`config.mk`:
```
export PLATFORM = sky130hd
export DESIGN_NAME = pkthc_queue
export DESIGN_NICKNAME = d
export VERILOG_FILES = /design/src/rtl/core/pkthc_pkg.sv /design/src/rtl/core/pkthc_queue.sv
export SDC_FILE = /design/constraint.sdc
export NUM_CORES = 1
export LEC_CHECK = 0
export ABC_AREA = 1
export BUFFER_PORTS_ARGS = -buffer_cell sky130_fd_sc_hd__buf_2
export CAP_MARGIN = 30
export CORE_MARGIN = 1.5
export CORE_UTILIZATION = 55
export CTS_BUF_LIST = sky130_fd_sc_hd__clkbuf_16
export DETAILED_ROUTE_END_ITERATION = 8
export GPL_TIMING_DRIVEN = 1
export PLACE_DENSITY = 0.74
export SYNTH_ARGS = -nofsm -noshare
export SYNTH_HDL_FRONTEND = slang
export SYNTH_SLANG_ARGS = --single-unit
```
`constraint.sdc`:
```
create_clock -name clk -period 2.2 [get_ports clk]
set_input_delay 0.44 -clock clk [delete_from_list [all_inputs] [get_ports clk]]
set_output_delay 0.44 -clock clk [all_outputs]
set_load 0.03 [all_outputs]
```
`src/rtl/core/pkthc_pkg.sv`:
```
// ----------------------------------------------------------------------------
// pkthc_pkg
// Types and constants shared by the packet header classifier modules.
// ----------------------------------------------------------------------------
package pkthc_pkg;

    // Header offsets and limits, in bytes
    localparam int OFS_ETHERTYPE_HI     = 12;
    localparam int OFS_ETHERTYPE_LO     = 13;
    localparam int OFS_IPV4_IHL         = 14;
    localparam int OFS_IPV4_PROTO       = 23;
    localparam int OFS_IPV6_NEXT_HDR    = 20;
    localparam int OFS_L4_PORT_HI       = 2;
    localparam int OFS_L4_PORT_LO       = 3;
    localparam int OFS_UDP_LEN_HI       = 4;
    localparam int OFS_UDP_LEN_LO       = 5;
    localparam int OFS_TCP_DOFF         = 12;
    localparam int ETH_HDR_LEN          = 14;
    localparam int IPV4_MIN_LEN         = 34;
    localparam int IPV6_MIN_LEN         = 54;
    localparam int IPV4_MIN_HDR         = 20;
    localparam int TCP_MIN_HDR          = 20;
    localparam int UDP_HDR_LEN          = 8;
    localparam int MIN_TRANSPORT_START  = 34;
    localparam int IPV6_TRANSPORT_START = 54;

    localparam logic [15:0] ETH_IPV4  = 16'h0800;
    localparam logic [15:0] ETH_IPV6  = 16'h86DD;
    localparam logic [7:0]  PROTO_TCP = 8'd6;
    localparam logic [7:0]  PROTO_UDP = 8'd17;

    // Job queue between parser and counter unit
    localparam int QUEUE_DEPTH = 4;
    localparam int QPTR_W      = $clog2(QUEUE_DEPTH);

    typedef enum logic [1:0] {
        NET_NONE  = 2'd0,
        NET_IPV4  = 2'd1,
        NET_IPV6  = 2'd2,
        NET_OTHER = 2'd3
    } net_kind_t;

    typedef enum logic [1:0] {
        VERDICT_PASS  = 2'd0,
        VERDICT_DROP  = 2'd1,
        VERDICT_ABORT = 2'd2
    } verdict_t;

    typedef enum logic [1:0] {
        CLASS_DROP = 2'd0,
        CLASS_PASS = 2'd1,
        CLASS_NONE = 2'd2
    } count_class_t;

    // Per-packet job handed from the parser to the counter unit
    typedef struct packed {
        logic [15:0]  ether_kind;
        logic         port_rewritten;
        logic [15:0]  new_dest_port;
        logic [6:0]   port_offset;
        count_class_t count_class;
        logic [7:0]   count_slot;
    } pkthc_job_t;

    typedef struct packed {
        logic full;
        logic empty;
    } pkthc_queue_status_t;

    // Result word, last field in the lowest bits
    typedef struct packed {
        logic [3:0]   pad;
        logic [31:0]  count_value;
        logic [7:0]   count_slot;
        count_class_t count_class;
        logic [6:0]   port_offset;
        logic [15:0]  new_dest_port;
        logic         port_rewritten;
        logic [15:0]  ether_kind;
        verdict_t     verdict;
    } pkthc_out_t;

    function automatic verdict_t verdict_of(input count_class_t cls);
        verdict_t v;
        unique case (cls)
            CLASS_DROP: v = VERDICT_DROP;
            CLASS_PASS: v = VERDICT_PASS;
            default:    v = VERDICT_ABORT;
        endcase
        return v;
    endfunction

endpackage

```
`src/rtl/core/pkthc_queue.sv`:
```
// ----------------------------------------------------------------------------
// pkthc_queue
// Short job queue between the parser and the counter unit.
// ----------------------------------------------------------------------------
module pkthc_queue
    import pkthc_pkg::*;
(
    input  logic                clk,
    input  logic                rst_n,
    input  logic                push,
    input  pkthc_job_t          job_in,
    input  logic                pop,
    output pkthc_job_t          head,
    output pkthc_queue_status_t status
);

    pkthc_job_t          entry_reg [QUEUE_DEPTH];
    logic [QPTR_W-1:0]   wr_ptr_reg, rd_ptr_reg;
    logic [QPTR_W:0]     count_reg, count_next;

    assign head         = entry_reg[rd_ptr_reg];
    assign status.full  = (count_reg == (QPTR_W+1)'(QUEUE_DEPTH));
    assign status.empty = (count_reg == '0);

    always_comb
    begin
        count_next = count_reg;
        if (push && !pop)
        begin
            count_next = count_reg + (QPTR_W+1)'(1);
        end
        else if (pop && !push)
        begin
            count_next = count_reg - (QPTR_W+1)'(1);
        end
    end

    always_ff @(posedge clk)
    begin
        if (push)
        begin
            entry_reg[wr_ptr_reg] <= job_in;
        end
    end

    always_ff @(posedge clk or negedge rst_n)
    begin
        if (!rst_n)
        begin
            wr_ptr_reg <= '0;
            rd_ptr_reg <= '0;
            count_reg  <= '0;
        end
        else
        begin
            if (push)
            begin
                wr_ptr_reg <= wr_ptr_reg + QPTR_W'(1);
            end
            if (pop)
            begin
                rd_ptr_reg <= rd_ptr_reg + QPTR_W'(1);
            end
            count_reg <= count_next;
        end
    end

    a_no_overflow: assert property (@(posedge clk) disable iff (!rst_n)
        !(push && status.full && !pop))
        else $error("job pushed into a full queue");

    a_no_underflow: assert property (@(posedge clk) disable iff (!rst_n)
        !(pop && status.empty))
        else $error("job popped from an empty queue");

endmodule

```
==> impl_summary.txt <==
----------------------------------------------------
[Die]
  Chip height ... 126 um
  Placeable Area ... 14,600 um^2
  Initial standard-cell utilization of the core ... between 50 and 60%
  Area enclosed by the die boundary ... approximately 16,000 um^2
  Die outline width ... 126 um
  Total I/O pin count ... ~110
  Placement row count ... 44

[STA]
  RSZ-0062 raised after global routing ... true
  Worst-margin pin slew ... between 0.4 and 0.5 ns
  Upper clock frequency limit ... 444 MHz
  Final setup skew ... 0.00770 ns
  Shortest clock period the worst path allows after layout ... around 2.3 ns
  Number of max-slew violations in the final report ... 0
  Hold Vio Cnt, Final ... 0
  Worst Slack Setup Final ... -0.0503 ns
  Final Setup Violations ... 6
  Max transition margin ... a little under three quarters
  Period utilisation layout ... 102%

[Global routing]
  Remaining global-route overflow ... 0
  GRT met1 Usage ... 24.2%
  Number of antenna violations at the first check in global routing ... 0
  Layer with the highest usage after global routing ... met2
  Largest net degree at the start of global routing ... 89
  Fraction of met3 tracks used by global routing ... ~3.8%
  Total routing resource utilization after global routing ... about a fifth
  Global-route wire length before repair ... 24.8 mm
  Via count of the first global-routing pass ... 5,036
  Met2 usage in global routing ... a little over a third

[Route]
  Antenna viol nets, final ... 0
  Post-detailed-route wirelength per cell ... between 15 and 20 um
  Vias per std cell ... roughly 5.3
  Routed via count ... between 5k and 6k
  Overall routed net length ... around 16 mm
  1st-pass router iterations ... 4
  Number of remaining DRC errors ... 0
  First DRT Iteration DRCs ... about 280

[Worst hold path]
  Min-delay worst type ... in2reg

[Power]
  Reported leakage power ... between 0.004 and 0.005 uW
  Switching share of power ... between 30% and 40%
  Power dissipated by switching net loads ... ~5700 uW
  Combinational fraction of design power ... 42.1%
  Power share of the sequential group ... 36.6%
  Clk pwr share ... 21.4%
  Total power divided by cell area ... 1490 nW/um^2
  Worst VDD drop ... a little over 0.9 mV
  Total power ... 14,800 uW
  Cell Int Power ... slightly above 9000 uW

[CTS]
  Root Buffer ... sky130_fd_sc_hd__clkbuf_16
  Total CTS buffers ... 21
  Clock latency reported for the late side of the worst-skew pair ... between 0.4 and 0.5 ns
  H-tree depth reported by CTS ... 1
  Max Buffers Root-to-Sink ... 3
  Clock transition at the register clock pins on the worst setup and hold paths after CTS ... 0.06 ns
  Clock tree from TritonCTS ... done
  Num Clock Sinks ... just over 200

[Status]
  Status ... finished, violations left
  Violations in the final reports ... setup timing

[Synthesis]
  Mean Syn Cell Area ... between 10 and 15 um^2
  Post-Synthesis Net Count ... around 690
  Area share of fa/ha/maj cells after synthesis ... less than 1%
  Synth warn ... 0
  Netlist area before placement ... around 8300 um^2
  Dominant combinational cell family by area after synthesis ... compound AO/OA/AOI/OAI gates
  Register bit total from synthesis ... ~210
  Simple-gate share of the synthesized area ... under 10%
  Multiplexer area fraction after synthesis ... 0%
  Xor and xnor area share after synthesis ... less than 1%
  Compound-Gate Fraction of Synth Area ... 9.13%
  Sequential area share after synthesis ... between 70 and 80%
  Number of library cell types mapped by synthesis ... 18
  Cells after Synth ... roughly 630

[Layout]
  Area growth from synthesis to layout ... 19.6%
  Most frequent cells in the layout ... 200 x sky130_fd_sc_hd__edfxtp_1, 162 x sky130_fd_sc_hd__nand2_1, 112 x sky130_fd_sc_hd__inv_1, 100 x sky130_fd_sc_hd__o211ai_1, 86 x sky130_fd_sc_hd__buf_2
  Final standard cell area without fillers ... 9900 um^2
  Fraction of layout instances using a drive strength above 1 ... about a fifth
  Finished Core Util ... 67.9%
  Most common cell after layout, fill and taps aside ... sky130_fd_sc_hd__edfxtp_1
  Flip-flop count of the largest register after layout ... 200
  Net total in the final layout ... 808

[Critical path]
  Worst-path fanout max ... 6
  Required time at the worst-slack endpoint ... ~1.8 ns
  Highest-delay cell along the critical path ... sky130_fd_sc_hd__dfrtp_4
  Nature of the critical path endpoint ... output pin
  Cell chain of the critical path ... buf_12, clkbuf_16, o211ai_1, nand2_1, buf_2
  Type of element launching the critical path ... flip-flop
  Arr. time, crit path ... approximately 1.8 ns
  Crit-path max cell delay ... 0.53 ns
  Class of the most critical setup path ... reg2out

[Placement]
  Gp weighted congestion ... 0.713
  Cell area reported after detailed placement ... approximately 9000 um^2
  Worst-case setup slack after placement ... between 0.4 and 0.5 ns
  Port Buf Inserts ... 105
  Detail Placement HPWL ... between 9 and 10 mm

[Run]
  Number of max-cap violations ... 0

----------------------------------------------------
## worst paths after layout
check	from	end	slack, ns	depth (start not counted)
hold / removal	job_in[33]	entry_reg[1][33]	0.17	1
max in group asynchronous	rst_n	rd_ptr_reg[0]	1.67	2
hold reg to reg	count_reg[2]	count_reg[2]	0.52	2
setup reg to reg	wr_ptr_reg[0]	entry_reg[0][5]	0.69	5
setup / recovery	rd_ptr_reg[0]	head[47]	-0.05	5
min in group asynchronous	rst_n	count_reg[2]	0.34	2
## per-layer routing
metal  wire (um)  part of all wire [%]  up-vias
met1        6510                    40     2441
met2        8430                    52      151
met4         352                   2.2        0
met5           0                     0        -
li1            -                     -     2424
met3        1070                   6.5       35
## layout make-up
cell class | instances | area (um^2)
clock buffer | 21 | 526
timing repair buffer | 128 | 948
fill | 996 | 4690
inverter | 112 | 420
sequential | 207 | 6190
clock inverter | 14 | 81.3
multi-input combinational | 278 | 1510
antenna | 1 | 2.50
tap | 184 | 230
## synthesized netlist by cell type
library cell	count	area, um^2
sky130_fd_sc_hd__clkbuf_1	7	26.3
sky130_fd_sc_hd__nand4_1	1	6.26
sky130_fd_sc_hd__inv_1	111	417
sky130_fd_sc_hd__nand3_1	1	5.00
sky130_fd_sc_hd__nor3_1	2	10.0
sky130_fd_sc_hd__o211ai_1	100	751
sky130_fd_sc_hd__nand2_1	163	612
sky130_fd_sc_hd__xor2_1	3	26.3
sky130_fd_sc_hd__buf_2	22	110
sky130_fd_sc_hd__ha_1	5	62.6
sky130_fd_sc_hd__buf_4	4	30.0
sky130_fd_sc_hd__edfxtp_1	200	6010
sky130_fd_sc_hd__o21ai_1	1	5.00
sky130_fd_sc_hd__fa_1	1	20.0
sky130_fd_sc_hd__inv_2	1	3.75
sky130_fd_sc_hd__buf_1	1	3.75
sky130_fd_sc_hd__xnor2_1	1	8.76
sky130_fd_sc_hd__dfrtp_1	7	175
## through the flow
step	instances	TNS [ns]	hold WS, ns
final	945	-0.106	0.168
after global routing	944	-2.10	0.160
after detailed placement	901	0	0.298
after CTS	937	-0.194	0.150
after floorplan	631	0	0.144
after global placement	901	0	0.296
## critical path, delay by kind of cell, from the launching register on
| family | cells | cell delay (ns) |
|---|---|---|
| AOI/OAI and AO/OA | 1 | 0.17 |
| buffers and inverters | 3 | 0.52 |
| DFF | 1 | 0.53 |
| and+or+nand+nor | 1 | 0.10 |
## what timing repair did
action	CTS	global route
hold endpoints to repair	7	0
resized for setup	2	59
pin swaps	1	29
cloned	0	6
hold buffers	1	0
setup buffers	0	1
endpoints found under the setup margin	19	42
## kinds of logic (layout without fill, tap and decap cells)
| group | after synthesis | count (layout) |
|---|---|---|
| other | 0 | 1 |
| AO/OA/AOI/OAI | 101 | 101 |
| buffers and inverters | 146 | 275 |
| adder cells (fa/ha/maj) | 6 | 6 |
| XOR/XNOR | 4 | 4 |
| AND/OR/NAND/NOR | 167 | 167 |
| flip-flops | 207 | 207 |
## power by group through the flow
stage / sequential [uW] / combinational [uW] / clock, uW
5_1_grt: 5460 / 6720 / 3380
2_1_floorplan: 5420 / 3950 / 0
4_1_cts: 5400 / 5560 / 3210
3_5_place_dp: 5480 / 5530 / 0
6_report: 5410 / 6230 / 3160
3_3_place_gp: 5430 / 5390 / 0
Note: power is estimated with default switching activity, not from simulation.
