===== config.mk =====
export PLATFORM = sky130hd
export DESIGN_NAME = pkthc_front
export DESIGN_NICKNAME = d
export VERILOG_FILES = /design/src/rtl/core/pkthc_pkg.sv /design/src/rtl/core/pkthc_front.sv
export SDC_FILE = /design/constraint.sdc
export NUM_CORES = 1
export LEC_CHECK = 0
export BUFFER_PORTS_ARGS = -buffer_cell sky130_fd_sc_hd__buf_2
export CORE_MARGIN = 8
export CORE_UTILIZATION = 62
export DETAILED_ROUTE_END_ITERATION = 6
export PLACE_DENSITY = 0.82
export SYNTH_ARGS = -nofsm -noshare
export SYNTH_HDL_FRONTEND = slang
export SYNTH_SLANG_ARGS = --single-unit

===== constraint.sdc =====
create_clock -name clk -period 11.7 [get_ports clk]
set_input_delay 1.755 -clock clk [delete_from_list [all_inputs] [get_ports clk]]
set_output_delay 1.755 -clock clk [all_outputs]
set_load 0.1 [all_outputs]

===== src/rtl/core/pkthc_pkg.sv =====
// ----------------------------------------------------------------------------
// pkthc_pkg
// Types and constants shared by the packet header classifier modules.
// ----------------------------------------------------------------------------
package pkthc_pkg;

    // Header offsets and limits, in bytes
    localparam int OFS_ETHERTYPE_HI     = 12;
    localparam int OFS_ETHERTYPE_LO     = 13;
    localparam int OFS_IPV4_IHL         = 14;
    localparam int OFS_IPV4_PROTO       = 23;
    localparam int OFS_IPV6_NEXT_HDR    = 20;
    localparam int OFS_L4_PORT_HI       = 2;
    localparam int OFS_L4_PORT_LO       = 3;
    localparam int OFS_UDP_LEN_HI       = 4;
    localparam int OFS_UDP_LEN_LO       = 5;
    localparam int OFS_TCP_DOFF         = 12;
    localparam int ETH_HDR_LEN          = 14;
    localparam int IPV4_MIN_LEN         = 34;
    localparam int IPV6_MIN_LEN         = 54;
    localparam int IPV4_MIN_HDR         = 20;
    localparam int TCP_MIN_HDR          = 20;
    localparam int UDP_HDR_LEN          = 8;
    localparam int MIN_TRANSPORT_START  = 34;
    localparam int IPV6_TRANSPORT_START = 54;

    localparam logic [15:0] ETH_IPV4  = 16'h0800;
    localparam logic [15:0] ETH_IPV6  = 16'h86DD;
    localparam logic [7:0]  PROTO_TCP = 8'd6;
    localparam logic [7:0]  PROTO_UDP = 8'd17;

    // Job queue between parser and counter unit
    localparam int QUEUE_DEPTH = 4;
    localparam int QPTR_W      = $clog2(QUEUE_DEPTH);

    typedef enum logic [1:0] {
        NET_NONE  = 2'd0,
        NET_IPV4  = 2'd1,
        NET_IPV6  = 2'd2,
        NET_OTHER = 2'd3
    } net_kind_t;

    typedef enum logic [1:0] {
        VERDICT_PASS  = 2'd0,
        VERDICT_DROP  = 2'd1,
        VERDICT_ABORT = 2'd2
    } verdict_t;

    typedef enum logic [1:0] {
        CLASS_DROP = 2'd0,
        CLASS_PASS = 2'd1,
        CLASS_NONE = 2'd2
    } count_class_t;

    // Per-packet job handed from the parser to the counter unit
    typedef struct packed {
        logic [15:0]  ether_kind;
        logic         port_rewritten;
        logic [15:0]  new_dest_port;
        logic [6:0]   port_offset;
        count_class_t count_class;
        logic [7:0]   count_slot;
    } pkthc_job_t;

    typedef struct packed {
        logic full;
        logic empty;
    } pkthc_queue_status_t;

    // Result word, last field in the lowest bits
    typedef struct packed {
        logic [3:0]   pad;
        logic [31:0]  count_value;
        logic [7:0]   count_slot;
        count_class_t count_class;
        logic [6:0]   port_offset;
        logic [15:0]  new_dest_port;
        logic         port_rewritten;
        logic [15:0]  ether_kind;
        verdict_t     verdict;
    } pkthc_out_t;

    function automatic verdict_t verdict_of(input count_class_t cls);
        verdict_t v;
        unique case (cls)
            CLASS_DROP: v = VERDICT_DROP;
            CLASS_PASS: v = VERDICT_PASS;
            default:    v = VERDICT_ABORT;
        endcase
        return v;
    endfunction

endpackage


===== src/rtl/core/pkthc_front.sv =====
// ----------------------------------------------------------------------------
// pkthc_front
// Byte parser: captures header fields and forms one job per packet.
// ----------------------------------------------------------------------------
module pkthc_front
    import pkthc_pkg::*;
#(
    parameter int COUNTER_SLOTS = 256,
    parameter int POSITION_BITS = 11
)
(
    input  logic       clk,
    input  logic       rst_n,
    input  logic       accept,
    input  logic [7:0] pkt_byte,
    input  logic       last_byte,
    output logic       push,
    output pkthc_job_t job
);

    localparam int LEN_W = POSITION_BITS + 1;

    logic [POSITION_BITS-1:0] pos_reg, pos_next;
    logic [15:0]              eth_reg, eth_next, cap_eth;
    net_kind_t                kind_reg, kind_next, cap_kind;
    logic [6:0]               ihl_reg, ihl_next, cap_ihl;
    logic [7:0]               proto_reg, proto_next, cap_proto;
    logic [6:0]               ts_reg, ts_next, cap_ts;
    logic [6:0]               doff_reg, doff_next, cap_doff;
    logic [15:0]              port_reg, port_next, cap_port;
    logic [15:0]              udp_reg, udp_next, cap_udp;

    logic [POSITION_BITS-1:0] ts_pos;
    logic [LEN_W-1:0]         len, ts_len, ihl_len, doff_len;
    logic                     slot_ok, ip_ok, udp_abort, tcp_ok;

    // Field capture for the current byte
    always_comb
    begin
        cap_eth   = eth_reg;
        cap_kind  = kind_reg;
        cap_ihl   = ihl_reg;
        cap_proto = proto_reg;
        cap_ts    = ts_reg;
        cap_doff  = doff_reg;
        cap_port  = port_reg;
        cap_udp   = udp_reg;
        if (pos_reg == POSITION_BITS'(OFS_ETHERTYPE_HI))
        begin
            cap_eth = {pkt_byte, 8'h00};
        end
        else if (pos_reg == POSITION_BITS'(OFS_ETHERTYPE_LO))
        begin
            cap_eth = eth_reg | {8'h00, pkt_byte};
            if (cap_eth == ETH_IPV4)
            begin
                cap_kind = NET_IPV4;
            end
            else if (cap_eth == ETH_IPV6)
            begin
                cap_kind = NET_IPV6;
                cap_ts   = 7'(IPV6_TRANSPORT_START);
            end
            else
            begin
                cap_kind = NET_OTHER;
            end
        end
        else if (pos_reg == POSITION_BITS'(OFS_IPV4_IHL) && kind_reg == NET_IPV4)
        begin
            cap_ihl = {1'b0, pkt_byte[3:0], 2'b00};
            cap_ts  = 7'(ETH_HDR_LEN) + cap_ihl;
        end
        else if ((pos_reg == POSITION_BITS'(OFS_IPV4_PROTO) && kind_reg == NET_IPV4) ||
                 (pos_reg == POSITION_BITS'(OFS_IPV6_NEXT_HDR) && kind_reg == NET_IPV6))
        begin
            cap_proto = pkt_byte;
        end

        ts_pos = POSITION_BITS'(cap_ts);
        if ((cap_kind == NET_IPV4 || cap_kind == NET_IPV6) &&
            cap_ts >= 7'(MIN_TRANSPORT_START))
        begin
            if (pos_reg == ts_pos + POSITION_BITS'(OFS_L4_PORT_HI))
            begin
                cap_port = {pkt_byte, 8'h00};
            end
            else if (pos_reg == ts_pos + POSITION_BITS'(OFS_L4_PORT_LO))
            begin
                cap_port = port_reg | {8'h00, pkt_byte};
            end
            else if (pos_reg == ts_pos + POSITION_BITS'(OFS_UDP_LEN_HI))
            begin
                cap_udp = {pkt_byte, 8'h00};
            end
            else if (pos_reg == ts_pos + POSITION_BITS'(OFS_UDP_LEN_LO))
            begin
                cap_udp = udp_reg | {8'h00, pkt_byte};
            end
            else if (pos_reg == ts_pos + POSITION_BITS'(OFS_TCP_DOFF))
            begin
                cap_doff = {1'b0, pkt_byte[7:4], 2'b00};
            end
        end
    end

    // Header checks on the final byte
    assign len      = LEN_W'(pos_reg) + LEN_W'(1);
    assign ts_len   = LEN_W'(cap_ts);
    assign ihl_len  = LEN_W'(cap_ihl);
    assign doff_len = LEN_W'(cap_doff);
    assign slot_ok  = (17'(cap_eth[15:8]) < 17'(COUNTER_SLOTS));

    always_comb
    begin
        if (cap_kind == NET_IPV6)
        begin
            ip_ok = (len >= LEN_W'(IPV6_MIN_LEN));
        end
        else
        begin
            ip_ok = (len >= LEN_W'(IPV4_MIN_LEN)) && (cap_ihl >= 7'(IPV4_MIN_HDR)) &&
                    (LEN_W'(ETH_HDR_LEN) + ihl_len <= len);
        end
    end

    assign udp_abort = ip_ok && (cap_proto == PROTO_UDP) &&
                       ((len < ts_len + LEN_W'(UDP_HDR_LEN)) ||
                        (cap_udp < 16'(UDP_HDR_LEN)));
    assign tcp_ok    = ip_ok && (cap_proto == PROTO_TCP) &&
                       (len >= ts_len + LEN_W'(TCP_MIN_HDR)) &&
                       (cap_doff >= 7'(TCP_MIN_HDR)) &&
                       (ts_len + doff_len <= len);

    always_comb
    begin
        job = '0;
        job.count_class = CLASS_NONE;
        if (len >= LEN_W'(ETH_HDR_LEN))
        begin
            job.ether_kind = cap_eth;
            job.count_slot = cap_eth[15:8];
            if (slot_ok)
            begin
                if (cap_kind == NET_OTHER)
                begin
                    job.count_class = CLASS_DROP;
                end
                else if (!udp_abort)
                begin
                    job.count_class = CLASS_PASS;
                    if (tcp_ok)
                    begin
                        job.port_rewritten = 1'b1;
                        job.new_dest_port  = cap_port - 16'd1;
                        job.port_offset    = cap_ts + 7'(OFS_L4_PORT_HI);
                    end
                end
            end
        end
    end

    assign push = accept && last_byte;

    // Clear per-packet state after the final byte
    always_comb
    begin
        if (last_byte)
        begin
            pos_next   = '0;
            eth_next   = '0;
            kind_next  = NET_NONE;
            ihl_next   = '0;
            proto_next = '0;
            ts_next    = '0;
            doff_next  = '0;
            port_next  = '0;
            udp_next   = '0;
        end
        else
        begin
            pos_next   = (pos_reg == '1) ? pos_reg : pos_reg + POSITION_BITS'(1);
            eth_next   = cap_eth;
            kind_next  = cap_kind;
            ihl_next   = cap_ihl;
            proto_next = cap_proto;
            ts_next    = cap_ts;
            doff_next  = cap_doff;
            port_next  = cap_port;
            udp_next   = cap_udp;
        end
    end

    always_ff @(posedge clk or negedge rst_n)
    begin
        if (!rst_n)
        begin
            pos_reg   <= '0;
            eth_reg   <= '0;
            kind_reg  <= NET_NONE;
            ihl_reg   <= '0;
            proto_reg <= '0;
            ts_reg    <= '0;
            doff_reg  <= '0;
            port_reg  <= '0;
            udp_reg   <= '0;
        end
        else if (accept)
        begin
            pos_reg   <= pos_next;
            eth_reg   <= eth_next;
            kind_reg  <= kind_next;
            ihl_reg   <= ihl_next;
            proto_reg <= proto_next;
            ts_reg    <= ts_next;
            doff_reg  <= doff_next;
            port_reg  <= port_next;
            udp_reg   <= udp_next;
        end
    end

endmodule


==> metrics.md <==
| Metric | Value |
|---|---|
| Setup TNS | 0 ns |
| Residual DRC | 0 |
| Max IR drop VDD | 105 µV |
| Dpl hpwl | 19,700 µm |
| Dpl cells | ~1,200 |
| Layout fillers | 1,012 |
| Final Hold Viols | 0 |
| Startpoint types | input port |
| Hold_buf cts | 0 |
| Min-Delay Path Class | flop to flop |
| I/O pin count | 63 |
| Worst path buffer plus inverter count | 7 |
| Count of different cell masters after synthesis | 83 |
| CTS Sinks | between 80 and 90 |
| Tot GR Track Use | 31.7% |
| Vias in the first global route | ~7,700 |
| RSZ-0062 raised after global routing | false |
| Pwr dens | 74.4 mW/mm² |
| Worst-Margin Slew | between 1 and 1.5 ns |
| Status | complete, no violations |
| Final period utilization | between 90% and 100% |
| Fmax | between 0.08 and 0.09 GHz |
| Critical Path RT | 9.95 ns |
| Post-synth EDFFs | 0 |
| Syn Area/Cell | 7.98 µm² |
| Antenna diode count | 0 |
| Largest net degree at the start of global routing | between 60 and 70 |
| DR vias | ~8,000 |
| GRT overflow | 0 |
| Largest area contributor in the synthesized netlist | dfrtp_1 |
| Arrival time worst endpoint | between 9 and 10 ns |
| Root buf cell | clkbuf_16 |
| Std cell rows | between 40 and 50 |
| CTS clk-pin slew, worst paths | approximately 0.06 ns |
| Die area | ~0.017 mm² |
| Flops & latches, synth | 87 |
| CORE AREA | 0.0126 mm² |
| Fin Clk Skew | between 0.01 and 0.015 ns |
| CP endpoint kind | primary output |
| Max-Cap Viols | 0 |
| Synth top area share | a little over a quarter |
| Remaining antenna violation count | 0 |
| Max clock buf depth | 2 |
| Sequential-to-total area share from yosys stat | between 20% and 30% |
| Final setup viols | 0 |
| Htree depth | 3 |
| Number of I/O port buffers | 62 |
| 1st-iter DRT viols | between 1,000 and 1,500 |
| Drt first pass iters | 5 |
| Effective utilization at floorplan | between 60% and 70% |
| Fin crit period | roughly 11 ns |
| Cells after Synth | about 1,000 |
| Fraction of registers with async set or reset after synthesis | between 90% and 100% |
| Clock latency on the worst-skew pair | 0.36 ns |
| DIE HEIGHT | ~130 µm |
| Via density | 6.77 |
| Synth warn | 0 |
| Wire per inst | around 22 µm |
| Slowest-stage cell, CP | ha_1 |
| Die Wd | roughly 130 µm |
| First-pass GRT wire length | 41,300 µm |
| Nets | approximately 1,100 |
| CP max FO | 24 |
| Layout cells sized above 1 | 12.8% |
| Leak Pwr | between 4 and 5 nW |
| CP Class | input port to primary output |
| CTS tree | done |
| Initial antenna violation count | 0 |
| TritonCTS Buffers | 9 |
| Multi-input logic area | roughly 0.0054 mm² |
| Synth Net Count | 1,078 |
| P&R area growth vs syn | 12.2% |
| Detailed Route WL | 26,600 µm |
| CP max stage delay | about 0.53 ns |
| Post-Synthesis Cell Area | around 0.008 mm² |
| Fin cells | 1,209 |
| Top post-synthesis cells by area | dfrtp_1, ha_1, nand2_1, o21ai_0, xnor2_1 |
| Hold slack | between 0.4 and 0.5 ns |
| Slew HR | a little over a fifth |
| Most common flop cell mapped by yosys | dfrtp_1 |
| Slew Viols, Final | 0 |
| Delay-heaviest family, CP | compound AO/OA/AOI/OAI gates |
| Routability cong. | roughly 0.99 |
| Reg area | approximately 0.0022 mm² |
==> layout by cell type, fill, tap and decap left out, types with 17 or more instances in the layout <==
master	instances
inv_1	47
nor3_1	26
o21ai_0	81
a21o_1	17
ha_1	58
nand3_1	25
nand2_1	124
and2_1	18
a21oi_1	57
nor2_1	85
buf_12	24
dfrtp_1	87
xnor2_1	38
buf_2	37
==> metal layers <==
metal / GRT usage (%) / part of all wire [%] / vias up
li1: - / - / 3670
met1: 39.9 / 39 / 3887
met2: 50.4 / 46 / 519
met3: 5.79 / 9.5 / 110
met4: 18.1 / 5.5 / 0
met5: 0 / 0 / -
==> tightest hold or removal path: stages, from the launching register on <==
cell,delay [ns]
dfrtp_1,0.34
nand2_1,0.05
o21ai_0,0.06
==> Yosys cell counts, drive strengths merged, types with 9 or more instances <==
library cell  number
nand3             26
nand2            124
clkbuf            31
a21o              17
mux2i             15
nor2              87
or4                9
dfrtp             87
o22ai              9
and2              18
or2                9
nor2b             12
nand4             13
ha                58
or3               10
buf               31
and3              12
nor4              16
nor3              27
inv               49
o21ai             91
xor2              15
nand3b            10
xnor2             38
a21oi             58
==> cell type report <==
cell class              instances  share of cell area (%)
clock inverters                 6                   0.458
well taps                     172                    2.39
clock buffers                  10                    2.65
flip-flops and latches         87                    24.1
repair buffers                 76                    8.63
inverters                      52                    2.22
multi-input cells             806                    59.5
==> cells by family after synthesis <==
kind of cell	Yosys count	synth area share, %
buf+inv	114	6.29
fa+ha+maj	59	9.28
compound gates	269	22.3
mux	22	2.85
xor+xnor	56	6.61
simple gates	400	25.6
flops	87	27.1
==> power breakdown <==
part | switching, mW | internal (mW)
combinational | 0.0617 | 0.0238
clock | 0.129 | 0.151
sequential | 0.00424 | 0.302
total | 0.195 | 0.476
==> through the flow <==
stage / instance area, µm² / setup WS, ns / power, mW / utilization (%)
CTS: 9020 / 0.550 / 0.669 / 71.5
floorplan: 8050 / 0.440 / 0.363 / -
global route: 9020 / 0.0115 / 0.691 / 71.5
detailed placement: 8740 / 0.572 / 0.394 / 69.2
global placement: 8740 / 0.634 / 0.393 / 69.2
finish: 9020 / 0.501 / 0.671 / 71.5
==> path summary, 6_finish.rpt <==
kind / slack [ns] / start / depth (start not counted) / end
setup / recovery: 0.50 / pkt_byte[0] / 33 / job[32]
hold / removal: 0.48 / udp_reg[10] / 2 / udp_reg[10]
setup reg to reg: 5.10 / pos_reg[0] / 19 / udp_reg[7]
hold reg to reg: 0.48 / udp_reg[10] / 2 / udp_reg[10]
max in group asynchronous: 9.26 / rst_n / 2 / ts_reg[0]
min in group asynchronous: 1.30 / rst_n / 1 / ihl_reg[4]
==> repair_timing <==
action	in CTS	in global routing
setup endpoints to repair	0	2
buffers inserted	0	0
gates resized for setup	0	1
Power figures use the tool's default switching activity.
